===== config.mk =====
export PLATFORM = sky130hd
export DESIGN_NAME = weight_driven_watering_sequencer
export DESIGN_NICKNAME = d
export VERILOG_FILES = /design/src/wdws_pkg.sv /design/src/weight_driven_watering_sequencer.sv /design/src/wdws_regs.sv /design/src/wdws_dpath.sv /design/src/wdws_ctrl.sv
export SDC_FILE = /design/constraint.sdc
export NUM_CORES = 1
export LEC_CHECK = 0
export BUFFER_PORTS_ARGS = -buffer_cell sky130_fd_sc_hd__buf_2
export CORE_MARGIN = 2
export CORE_UTILIZATION = 60
export CTS_CLUSTER_SIZE = 24
export DETAILED_ROUTE_END_ITERATION = 8
export PLACE_DENSITY = 0.83
export SETUP_SLACK_MARGIN = 0.1
export SLEW_MARGIN = 0
export SYNTH_ARGS = -nofsm -noshare
export SYNTH_HDL_FRONTEND = slang
export SYNTH_SLANG_ARGS = --single-unit

===== constraint.sdc =====
create_clock -name clk_i -period 13.35 [get_ports clk_i]
set_input_delay 2.67 -clock clk_i [delete_from_list [all_inputs] [get_ports clk_i]]
set_output_delay 2.67 -clock clk_i [all_outputs]
set_load 0.02 [all_outputs]

===== src/wdws_pkg.sv =====
// shared types and constants for the weight driven watering sequencer
`timescale 1ns / 1ps

package wdws_pkg;

  localparam int WEIGHT_BITS = 16;
  localparam int TIME_BITS   = 16;
  localparam int DATA_BITS   = 32;
  localparam int ADDR_BITS   = 5;
  localparam int MAX_CHAIN   = 4;
  localparam int CHG_BITS    = $clog2(MAX_CHAIN + 1);

  // register reset values
  localparam logic [WEIGHT_BITS-1:0] EVAP_RST      = WEIGHT_BITS'(1000);
  localparam logic [WEIGHT_BITS-1:0] DRAIN_TGT_RST = WEIGHT_BITS'(200);
  localparam logic [WEIGHT_BITS-1:0] INCR_RST      = WEIGHT_BITS'(500);
  localparam logic [WEIGHT_BITS-1:0] START_RST     = WEIGHT_BITS'(5000);
  localparam logic [WEIGHT_BITS-1:0] MAX_W_RST     = WEIGHT_BITS'(20000);
  localparam logic [TIME_BITS-1:0]   DRAIN_WAIT_RST = TIME_BITS'(180);
  localparam logic [TIME_BITS-1:0]   LIMIT_RST      = TIME_BITS'(120);

  // start weight plus evaporation target, saturated
  localparam longint WET_SUM = longint'(START_RST) + longint'(EVAP_RST);
  localparam longint WMAX    = (longint'(1) << WEIGHT_BITS) - 1;
  localparam logic [WEIGHT_BITS-1:0] WET_RST =
    (WET_SUM > WMAX) ? '1 : WEIGHT_BITS'(WET_SUM);

  typedef enum logic [2:0] {
    MODE_DISABLED = 3'd0,
    MODE_DRY      = 3'd1,
    MODE_IDLE     = 3'd2,
    MODE_WATERING = 3'd3,
    MODE_DRAINING = 3'd4
  } mode_e;

  typedef enum logic [2:0] {
    REG_EVAP       = 3'd0,
    REG_DRAIN_TGT  = 3'd1,
    REG_INCR       = 3'd2,
    REG_START      = 3'd3,
    REG_MAX_W      = 3'd4,
    REG_DRAIN_WAIT = 3'd5,
    REG_LIMIT      = 3'd6,
    REG_DIS_RST    = 3'd7
  } reg_idx_e;

  typedef enum logic [1:0] {
    TGT_CUR,
    TGT_DISABLED,
    TGT_WATERING,
    TGT_IDLE
  } tgt_sel_e;

  typedef enum logic [3:0] {
    CS_IDLE,
    CS_PH_CUR,
    CS_PH_DIS,
    CS_PH_START,
    CS_PH_STOP,
    CS_PH_FIVE,
    CS_ENTER,
    CS_JUDGE,
    CS_DONE
  } ctl_state_e;

  typedef struct packed {
    logic [WEIGHT_BITS-1:0] weight;
    logic                   pump_failed;
    logic                   five_second_mark;
    logic                   disable_req;
    logic                   start_req;
    logic                   stop_req;
  } in_t;

  typedef struct packed {
    logic [2:0]             mode_now;
    logic                   pump_run;
    logic                   pump_disable_pulse;
    logic [WEIGHT_BITS-1:0] dry_threshold;
    logic [WEIGHT_BITS-1:0] wet_level;
  } out_t;

  typedef struct packed {
    logic [WEIGHT_BITS-1:0] evap_target;
    logic [WEIGHT_BITS-1:0] drain_target;
    logic [WEIGHT_BITS-1:0] incr;
    logic [WEIGHT_BITS-1:0] start_weight;
    logic [WEIGHT_BITS-1:0] max_weight;
    logic [TIME_BITS-1:0]   drain_wait;
    logic [TIME_BITS-1:0]   limit;
    logic                   dis_at_rst;
  } cfg_t;

  typedef struct packed {
    logic                   set_dry;
    logic [WEIGHT_BITS-1:0] value;
  } dry_wr_t;

  typedef struct packed {
    logic     load_in;
    logic     tgt_load;
    tgt_sel_e tgt_sel;
    logic     enter;
    logic     judge;
    logic     load_out;
  } dp_cmd_t;

  typedef struct packed {
    mode_e mode;
    logic  tgt_diff;
    logic  next_diff;
    logic  five;
    logic  dis;
    logic  start;
    logic  stop;
  } dp_sts_t;

endpackage


===== src/weight_driven_watering_sequencer.sv =====
// top level of the weight driven watering sequencer
//
//  channel  | direction | handshake            | payload
//  ---------+-----------+----------------------+--------------------------
//  tick in  | input     | in_valid_i/in_stall_o | in_data_i  (in_t)
//  result   | output    | out_valid_o/out_stall_i | out_data_o (out_t)
//  config   | input     | apb psel/penable/pready | paddr, pwdata, prdata
//
// a tick is accepted, walks the five request phases and then loads the
// result; each evaluation walks its transition chain step by step (enter
// then judge) until it settles or the four-change limit cuts it, since the
// single enter/judge datapath handles one step at a time.
// reset leaves the pot idle with all configuration registers at their default values.
// a stalled result holds in the output register; the next tick is taken
// meanwhile and waits in its last cycle until the register frees up.
`timescale 1ns / 1ps

module weight_driven_watering_sequencer import wdws_pkg::*; (
  input  logic                 clk_i,
  input  logic                 rst_ni,
  input  logic                 in_valid_i,
  output logic                 in_stall_o,
  input  in_t                  in_data_i,
  output logic                 out_valid_o,
  input  logic                 out_stall_i,
  output out_t                 out_data_o,
  input  logic                 psel,
  input  logic                 penable,
  input  logic                 pwrite,
  input  logic [ADDR_BITS-1:0] paddr,
  input  logic [DATA_BITS-1:0] pwdata,
  output logic [DATA_BITS-1:0] prdata,
  output logic                 pready
);

  cfg_t    cfg;
  dry_wr_t dry_wr;
  dp_cmd_t cmd;
  dp_sts_t sts;

  wdws_regs u_regs (
    .clk_i    (clk_i),
    .rst_ni   (rst_ni),
    .psel     (psel),
    .penable  (penable),
    .pwrite   (pwrite),
    .paddr    (paddr),
    .pwdata   (pwdata),
    .prdata   (prdata),
    .pready   (pready),
    .cfg_o    (cfg),
    .dry_wr_o (dry_wr)
  );

  wdws_ctrl u_ctrl (
    .clk_i       (clk_i),
    .rst_ni      (rst_ni),
    .in_valid_i  (in_valid_i),
    .in_stall_o  (in_stall_o),
    .out_stall_i (out_stall_i),
    .out_valid_o (out_valid_o),
    .sts_i       (sts),
    .cmd_o       (cmd)
  );

  wdws_dpath u_dpath (
    .clk_i      (clk_i),
    .rst_ni     (rst_ni),
    .in_data_i  (in_data_i),
    .cfg_i      (cfg),
    .dry_wr_i   (dry_wr),
    .cmd_i      (cmd),
    .sts_o      (sts),
    .out_data_o (out_data_o)
  );

  // the pump runs exactly in watering mode
  a_pump_matches_mode: assert property (@(posedge clk_i) disable iff (!rst_ni)
    out_valid_o |-> (out_data_o.pump_run == (out_data_o.mode_now == MODE_WATERING)))
    else $error("pump_run disagrees with mode_now");

  // one request at a time: busy right after an accepted request
  a_busy_after_accept: assert property (@(posedge clk_i) disable iff (!rst_ni)
    (in_valid_i && !in_stall_o) |=> in_stall_o)
    else $error("request accepted while another is in work");

  // a new result only appears when the previous one was taken or none waited
  a_result_not_overwritten: assert property (@(posedge clk_i) disable iff (!rst_ni)
    (out_valid_o && out_stall_i) |=> $stable(out_data_o))
    else $error("waiting result overwritten");

endmodule


===== src/wdws_regs.sv =====
// configuration register file behind the apb port
`timescale 1ns / 1ps

module wdws_regs import wdws_pkg::*; (
  input  logic                 clk_i,
  input  logic                 rst_ni,
  input  logic                 psel,
  input  logic                 penable,
  input  logic                 pwrite,
  input  logic [ADDR_BITS-1:0] paddr,
  input  logic [DATA_BITS-1:0] pwdata,
  output logic [DATA_BITS-1:0] prdata,
  output logic                 pready,
  output cfg_t                 cfg_o,
  output dry_wr_t              dry_wr_o
);

  cfg_t     cfg_q, cfg_d;
  logic     wr_en;
  reg_idx_e idx;

  assign pready = 1'b1;
  assign wr_en  = psel && penable && pwrite;
  assign idx    = reg_idx_e'(paddr[ADDR_BITS-1:2]);

  always_comb begin
    cfg_d          = cfg_q;
    dry_wr_o.set_dry = 1'b0;
    dry_wr_o.value = pwdata[WEIGHT_BITS-1:0];
    if (wr_en) begin
      case (idx)
        REG_EVAP:       cfg_d.evap_target  = pwdata[WEIGHT_BITS-1:0];
        REG_DRAIN_TGT:  cfg_d.drain_target = pwdata[WEIGHT_BITS-1:0];
        REG_INCR:       cfg_d.incr         = pwdata[WEIGHT_BITS-1:0];
        REG_START: begin
          cfg_d.start_weight = pwdata[WEIGHT_BITS-1:0];
          // a start weight write moves the dry threshold only if the value changed
          dry_wr_o.set_dry = (pwdata[WEIGHT_BITS-1:0] != cfg_q.start_weight);
        end
        REG_MAX_W:      cfg_d.max_weight   = pwdata[WEIGHT_BITS-1:0];
        REG_DRAIN_WAIT: cfg_d.drain_wait   = pwdata[TIME_BITS-1:0];
        REG_LIMIT:      cfg_d.limit        = pwdata[TIME_BITS-1:0];
        REG_DIS_RST:    cfg_d.dis_at_rst   = pwdata[0];
        default:        cfg_d              = cfg_q;
      endcase
    end
  end

  always_ff @(posedge clk_i or negedge rst_ni) begin
    if (!rst_ni) begin
      cfg_q.evap_target  <= EVAP_RST;
      cfg_q.drain_target <= DRAIN_TGT_RST;
      cfg_q.incr         <= INCR_RST;
      cfg_q.start_weight <= START_RST;
      cfg_q.max_weight   <= MAX_W_RST;
      cfg_q.drain_wait   <= DRAIN_WAIT_RST;
      cfg_q.limit        <= LIMIT_RST;
      cfg_q.dis_at_rst   <= 1'b0;
    end else begin
      cfg_q <= cfg_d;
    end
  end

  always_comb begin
    case (idx)
      REG_EVAP:       prdata = DATA_BITS'(cfg_q.evap_target);
      REG_DRAIN_TGT:  prdata = DATA_BITS'(cfg_q.drain_target);
      REG_INCR:       prdata = DATA_BITS'(cfg_q.incr);
      REG_START:      prdata = DATA_BITS'(cfg_q.start_weight);
      REG_MAX_W:      prdata = DATA_BITS'(cfg_q.max_weight);
      REG_DRAIN_WAIT: prdata = DATA_BITS'(cfg_q.drain_wait);
      REG_LIMIT:      prdata = DATA_BITS'(cfg_q.limit);
      REG_DIS_RST:    prdata = DATA_BITS'(cfg_q.dis_at_rst);
      default:        prdata = '0;
    endcase
  end

  assign cfg_o = cfg_q;

endmodule


===== src/wdws_dpath.sv =====
// datapath: pot state, transition judge and result register
`timescale 1ns / 1ps

module wdws_dpath import wdws_pkg::*; (
  input  logic    clk_i,
  input  logic    rst_ni,
  input  in_t     in_data_i,
  input  cfg_t    cfg_i,
  input  dry_wr_t dry_wr_i,
  input  dp_cmd_t cmd_i,
  output dp_sts_t sts_o,
  output out_t    out_data_o
);

  in_t                    in_q;
  mode_e                  mode_q, target_q, next_mode, tgt_new;
  logic [WEIGHT_BITS-1:0] dry_q, wet_q, wstart_q, dstart_q;
  logic                   dheld_q, pulse_q;
  logic [TIME_BITS-1:0]   mode_s_q, pon_s_q, wat_s_q;
  out_t                   out_q;

  logic [WEIGHT_BITS-1:0] w, dry_calc;
  logic [TIME_BITS:0]     tsum;
  logic [TIME_BITS-1:0]   total;
  logic                   grow_hit, drain_ok, drain_due, above_floor;

  assign w = in_q.weight;

  // cumulative pump time, saturated
  assign tsum  = {1'b0, wat_s_q} + {1'b0, pon_s_q};
  assign total = tsum[TIME_BITS] ? '1 : tsum[TIME_BITS-1:0];

  assign grow_hit    = ({1'b0, w} >= ({1'b0, wstart_q} + {1'b0, cfg_i.incr}));
  assign drain_ok    = ({1'b0, dstart_q} >= ({1'b0, w} + {1'b0, cfg_i.drain_target}));
  assign drain_due   = (mode_s_q > cfg_i.drain_wait);
  assign above_floor = ({1'b0, w} >= ({1'b0, cfg_i.evap_target} + {1'b0, cfg_i.start_weight}));
  assign dry_calc    = above_floor ? (w - cfg_i.evap_target) : cfg_i.start_weight;

  always_comb begin
    next_mode = mode_q;
    case (mode_q)
      MODE_DRY: begin
        if (w >= wet_q) next_mode = MODE_IDLE;
      end
      MODE_IDLE: begin
        if (!in_q.pump_failed && (w <= dry_q)) next_mode = MODE_WATERING;
      end
      MODE_WATERING: begin
        if (grow_hit) begin
          next_mode = MODE_DRAINING;
        end else if ((total > cfg_i.limit) || in_q.pump_failed) begin
          next_mode = MODE_DRY;
        end else if (w >= cfg_i.max_weight) begin
          next_mode = MODE_IDLE;
        end
      end
      MODE_DRAINING: begin
        if (drain_due) next_mode = drain_ok ? MODE_IDLE : MODE_WATERING;
      end
      default: next_mode = mode_q;
    endcase
  end

  always_comb begin
    case (cmd_i.tgt_sel)
      TGT_CUR:      tgt_new = mode_q;
      TGT_DISABLED: tgt_new = MODE_DISABLED;
      TGT_WATERING: tgt_new = MODE_WATERING;
      TGT_IDLE:     tgt_new = MODE_IDLE;
      default:      tgt_new = mode_q;
    endcase
  end

  always_ff @(posedge clk_i or negedge rst_ni) begin
    if (!rst_ni) begin
      mode_q   <= MODE_IDLE;
      target_q <= MODE_IDLE;
      dry_q    <= START_RST;
      wet_q    <= WET_RST;
      wstart_q <= '0;
      dstart_q <= '0;
      dheld_q  <= 1'b0;
      pulse_q  <= 1'b0;
      mode_s_q <= '0;
      pon_s_q  <= '0;
      wat_s_q  <= '0;
    end else begin
      if (dry_wr_i.set_dry) dry_q <= dry_wr_i.value;
      if (cmd_i.load_in) begin
        pulse_q  <= 1'b0;
        mode_s_q <= (mode_s_q == '1) ? mode_s_q : mode_s_q + 1'b1;
        pon_s_q  <= (pon_s_q == '1) ? pon_s_q : pon_s_q + 1'b1;
      end
      if (cmd_i.tgt_load) target_q <= tgt_new;
      if (cmd_i.enter) begin
        mode_q   <= target_q;
        mode_s_q <= '0;
        if (target_q == MODE_DISABLED) pulse_q <= 1'b1;
        if (target_q == MODE_WATERING) begin
          wstart_q <= w;
          pon_s_q  <= '0;
        end
        if ((target_q == MODE_DRAINING) && !dheld_q) begin
          dstart_q <= w;
          dheld_q  <= 1'b1;
        end
      end
      if (cmd_i.judge) begin
        target_q <= next_mode;
        if ((mode_q == MODE_WATERING) && grow_hit) wat_s_q <= total;
        // a good drain closes the cycle and learns the wet weight
        if ((mode_q == MODE_DRAINING) && drain_ok) begin
          wet_q    <= w;
          dry_q    <= dry_calc;
          dheld_q  <= 1'b0;
          dstart_q <= '0;
          wat_s_q  <= '0;
        end
      end
    end
  end

  always_ff @(posedge clk_i) begin
    if (cmd_i.load_in) in_q <= in_data_i;
    if (cmd_i.load_out) begin
      out_q.mode_now           <= mode_q;
      out_q.pump_run           <= (mode_q == MODE_WATERING);
      out_q.pump_disable_pulse <= pulse_q;
      out_q.dry_threshold      <= dry_q;
      out_q.wet_level          <= wet_q;
    end
  end

  assign sts_o.mode      = mode_q;
  assign sts_o.tgt_diff  = (target_q != mode_q);
  assign sts_o.next_diff = (next_mode != mode_q);
  assign sts_o.five      = in_q.five_second_mark;
  assign sts_o.dis       = in_q.disable_req;
  assign sts_o.start     = in_q.start_req;
  assign sts_o.stop      = in_q.stop_req;
  assign out_data_o      = out_q;

endmodule


===== src/wdws_ctrl.sv =====
// controller: walks the request phases and the transition chain of each tick
`timescale 1ns / 1ps

module wdws_ctrl import wdws_pkg::*; (
  input  logic    clk_i,
  input  logic    rst_ni,
  input  logic    in_valid_i,
  output logic    in_stall_o,
  input  logic    out_stall_i,
  output logic    out_valid_o,
  input  dp_sts_t sts_i,
  output dp_cmd_t cmd_o
);

  ctl_state_e          state_q, state_d, ret_q, ret_d;
  logic [CHG_BITS-1:0] chg_q, chg_d;
  logic                out_valid_q, out_valid_d;
  logic                busy_mode;

  assign busy_mode = (sts_i.mode == MODE_WATERING) || (sts_i.mode == MODE_DRAINING);

  always_ff @(posedge clk_i or negedge rst_ni) begin
    if (!rst_ni) begin
      state_q     <= CS_IDLE;
      ret_q       <= CS_IDLE;
      chg_q       <= '0;
      out_valid_q <= 1'b0;
    end else begin
      state_q     <= state_d;
      ret_q       <= ret_d;
      chg_q       <= chg_d;
      out_valid_q <= out_valid_d;
    end
  end

  always_comb begin
    state_d      = state_q;
    ret_d        = ret_q;
    chg_d        = chg_q;
    out_valid_d  = out_valid_q && out_stall_i;
    cmd_o        = '0;
    cmd_o.tgt_sel = TGT_CUR;
    case (state_q)
      CS_IDLE: begin
        if (in_valid_i) begin
          cmd_o.load_in = 1'b1;
          state_d       = CS_PH_CUR;
        end
      end
      CS_PH_CUR: begin
        state_d = CS_PH_DIS;
        if (busy_mode) begin
          cmd_o.tgt_load = 1'b1;
          cmd_o.tgt_sel  = TGT_CUR;
          chg_d          = '0;
          ret_d          = CS_PH_DIS;
          state_d        = CS_ENTER;
        end
      end
      CS_PH_DIS: begin
        state_d = CS_PH_START;
        if (sts_i.dis && (sts_i.mode != MODE_DISABLED)) begin
          cmd_o.tgt_load = 1'b1;
          cmd_o.tgt_sel  = TGT_DISABLED;
          chg_d          = '0;
          ret_d          = CS_PH_START;
          state_d        = CS_ENTER;
        end
      end
      CS_PH_START: begin
        state_d = CS_PH_STOP;
        if (sts_i.start && !busy_mode) begin
          cmd_o.tgt_load = 1'b1;
          cmd_o.tgt_sel  = TGT_WATERING;
          chg_d          = '0;
          ret_d          = CS_PH_STOP;
          state_d        = CS_ENTER;
        end
      end
      CS_PH_STOP: begin
        state_d = CS_PH_FIVE;
        if (sts_i.stop && (sts_i.mode != MODE_IDLE)) begin
          cmd_o.tgt_load = 1'b1;
          cmd_o.tgt_sel  = TGT_IDLE;
          chg_d          = '0;
          ret_d          = CS_PH_FIVE;
          state_d        = CS_ENTER;
        end
      end
      CS_PH_FIVE: begin
        state_d = CS_DONE;
        if (sts_i.five) begin
          cmd_o.tgt_load = 1'b1;
          cmd_o.tgt_sel  = TGT_CUR;
          chg_d          = '0;
          ret_d          = CS_DONE;
          state_d        = CS_ENTER;
        end
      end
      CS_ENTER: begin
        if (!sts_i.tgt_diff) begin
          state_d = CS_JUDGE;
        end else if (chg_q == CHG_BITS'(MAX_CHAIN)) begin
          // chain limit reached, leave the pending change for later
          state_d = ret_q;
        end else begin
          cmd_o.enter = 1'b1;
          chg_d       = chg_q + 1'b1;
          state_d     = CS_JUDGE;
        end
      end
      CS_JUDGE: begin
        if (sts_i.next_diff) begin
          cmd_o.judge = 1'b1;
          state_d     = CS_ENTER;
        end else begin
          state_d = ret_q;
        end
      end
      CS_DONE: begin
        if (!out_valid_q || !out_stall_i) begin
          cmd_o.load_out = 1'b1;
          out_valid_d    = 1'b1;
          state_d        = CS_IDLE;
        end
      end
      default: state_d = CS_IDLE;
    endcase
  end

  assign in_stall_o  = (state_q != CS_IDLE);
  assign out_valid_o = out_valid_q;

endmodule


==> metrics.csv <==
metric,value,unit
met3_usage,6.604,%
dp_hpwl,40460,um
antenna_found_initial,1,
clk_pin_slew,0.06,ns
row_count,67,
p_comb_share,40.6,%
first_pass_iters,5,
synth_edf_count,58,
postPlaceCellArea,21000,um^2
timing.final.hold_violations,0,
tns,0,ns
busiest_layer,met2,
cts_buffers,35,
ys.flop_type,dfrtp_1,
port-buffer-count,101,
crit_type,in2out,
grt_max_degree,88,
wl,56170,um
drive_gt1_share,18.05,%
grt_pass1_wl,88640,um
cap_violations,0,
cp-start-kind,input pin,
die_h,187.1,um
drt_iter0_markers,1636,
p_total,4.045,mW
final_cells,2604,
crit_chain,"buf_2, clkinv_1, nor2_1, a21oi_1, a21oi_1, buf_2",
post_synth.cell_area_avg,9.845,um^2
met1_usage,39.71,%
h-tree-depth,2,
clk_latency,0.54,ns
slowest_stage,nor2_1,
slew_headroom,17.18,%
grt_setup_unrepaired,false,
cts-root-buf,clkbuf_16,
cts_setup_buffers,0,
finalClockSkew,0.01491,ns
start_util,60.43,%
gp_congestion,0.9887,
yosysSeqAreaShare,39.43,%
endpoint_kind,output pin,
dp_cells,2540,
hold_ws,0.4474,ns
die-area,35000,um^2
pwr-share-clk,24.9,%
min_period,7.790,ns
synth_cell_types,84,
internal-power,2.463,mW
status,completed,
vias,16406,
fin_area,22200,um^2
met2_usage,52.72,%
hold_buffers,0,
tightest_slew,1.238,ns
wire_per_inst,21.57,um
final_net_count,2410,
max_clock_freq,128.4,MHz
period_share,58.36,%
track_usage,32.24,%
p_seq_share,34.4,%
area_growth,10.37,%
grt_pass1_vias,16446,
die_w,187.1,um
clockBufferDepth,3,
slowest_delay,0.65,ns
finalSetupViolations,0,
gr-total-overflow,0,
cts_tree,built,
ys_ff_latch,303,
num_io_pins,137,
coreArea,33280,um^2
leakage,10.27,nW
drc,0,
swShare,39.10,%
p_per_area,182.2,nW/um^2
ir_drop,0.1220,mV
worst_ep_required_time,10.68,ns
synthesis.area,20110,um^2
via_per_inst,6.300,
cts_repair_resize_count,0,
async_reset_ff_share,80.86,%
worstPathMaxFanout,31,
cts_num_sinks,303,
syn_inst,2043,
min_path_type,reg2reg,
postRouteAntennaNets,0,
crit_arrival,5.12,ns
synth_warnings,0,
p_sw,1.581,mW
slew_violations,0,
[cell families after synthesis]
family / after synthesis / synth area share, %
AND/OR/NAND/NOR: 542 / 12.65
AO/OA/AOI/OAI: 482 / 15.58
flip-flops: 303 / 39.43
buffers and inverters: 240 / 5.107
adder cells (fa/ha/maj): 216 / 13.62
multiplexers: 155 / 9.082
XOR/XNOR: 103 / 4.485
other: 2 / 0.03734
[state kept, by name, summed over array words and instances (netlist names), 16 cells and up]
signal              count
u_dpath.dry_q          16
u_dpath.dstart_q       16
u_dpath.mode_s_q       16
u_dpath.out_data_o     37
u_dpath.pon_s_q        16
u_dpath.w              16
u_dpath.wat_s_q        16
u_dpath.wet_q          16
u_dpath.wstart_q       16
u_regs.cfg_o          113
[cell usage in the layout, fill, tap and decap left out, drive strengths merged, types with 32 or more instances in the layout]
cell	count
nor2	123
inv	149
ha	211
clkbuf	50
nand2	212
dfrtp	198
xor2	55
mux2	100
buf	123
dfstp	47
o21ai	161
edfxtp	58
a21o	32
a21oi	135
nand3	42
nand4	34
mux2i	43
xnor2	48
[per-stage QoR]
step | worst slack, ns | util [%]
2_1_floorplan | 6.167 | -
3_3_place_gp | 5.615 | 63.09
3_5_place_dp | 5.597 | 63.09
4_1_cts | 5.609 | 66.69
5_1_grt | 5.409 | 66.70
6_report | 5.560 | 66.70
[final cells by class]
class                   instances  area [um^2]
flip-flops and latches        303         7931
diodes                          1        2.502
well taps                     448        560.5
clock inverters                13        141.4
clock buffers                  50         1057
repair buffers                123        680.7
multi-input cells            1515        11260
inverters                     151        566.8
fillers                      2480        11080
[path summary, 6_finish.rpt]
check | slack [ns] | endpoint | cells past startpoint | from
max | 5.56 | prdata[10] | 6 | paddr[2]
min | 0.45 | u_dpath.out_data_o[7]$_DFFE_PP_ | 0 | u_dpath.wet_q[7]$_DFFE_PN0P_
max reg2reg | 6.73 | u_dpath.wet_q[10]$_DFFE_PN1P_ | 18 | u_dpath.pon_s_q[0]$_DFF_PN0_
min reg2reg | 0.45 | u_dpath.out_data_o[7]$_DFFE_PP_ | 0 | u_dpath.wet_q[7]$_DFFE_PN0P_
max in group asynchronous | 8.65 | u_dpath.wat_s_q[6]$_DFFE_PN0P_ | 3 | rst_ni
min in group asynchronous | 2.14 | u_dpath.wet_q[14]$_DFFE_PN0P_ | 1 | rst_ni
[cells in the mapped netlist, types with 7 or more instances]
library cell / n / area [um^2]
nand4_1: 34 / 212.7
mux2_2: 100 / 1126
nor4_1: 9 / 56.30
ha_1: 211 / 2640
o21ai_1: 15 / 75.07
and2_1: 7 / 43.79
xnor2_1: 48 / 420.4
buf_4: 19 / 142.6
a21oi_2: 10 / 87.58
a31oi_1: 9 / 56.30
nand2b_1: 18 / 112.6
buf_2: 14 / 70.07
nor2b_1: 18 / 112.6
a211oi_1: 18 / 135.1
inv_1: 149 / 559.3
o21a_1: 15 / 112.6
o2bb2ai_1: 7 / 61.31
o21ai_0: 144 / 720.7
buf_1: 7 / 26.28
o2bb2ai_2: 9 / 135.1
a21o_1: 32 / 240.2
edfxtp_1: 58 / 1742
and3_1: 14 / 87.58
nand2_1: 212 / 795.8
or2_2: 8 / 50.05
dfstp_2: 47 / 1235
nor3_1: 26 / 130.1
mux4_2: 12 / 270.3
xor2_1: 55 / 481.7
mux2i_1: 43 / 430.4
nor2_1: 122 / 457.9
or3_1: 15 / 93.84
o211ai_1: 15 / 112.6
clkbuf_1: 44 / 165.2
dfrtp_1: 198 / 4955
nand3_1: 42 / 210.2
a21oi_1: 124 / 620.6
[routing by layer]
layer	wire (um)	vias up
met5	0	-
met3	4678	202
met2	25870	741
li1	-	7478
met1	21920	7985
met4	3692	0
[critical path: cells and delay by family]
kind                   cells  cell delay (ns)
AO/OA/AOI/OAI              2             0.45
buffers and inverters      3             1.32
AND/OR/NAND/NOR            1             0.65
[power by group through the flow]
stage	Combinational, mW	Clock [mW]	Sequential [mW]
6_report	1.64	1.01	1.39
5_1_grt	1.82	1.05	1.41
2_1_floorplan	1.23	0	1.28
4_1_cts	1.62	1.01	1.38
3_5_place_dp	1.60	0	1.39
3_3_place_gp	1.51	0	1.39
(Power assumes the default switching activity.)
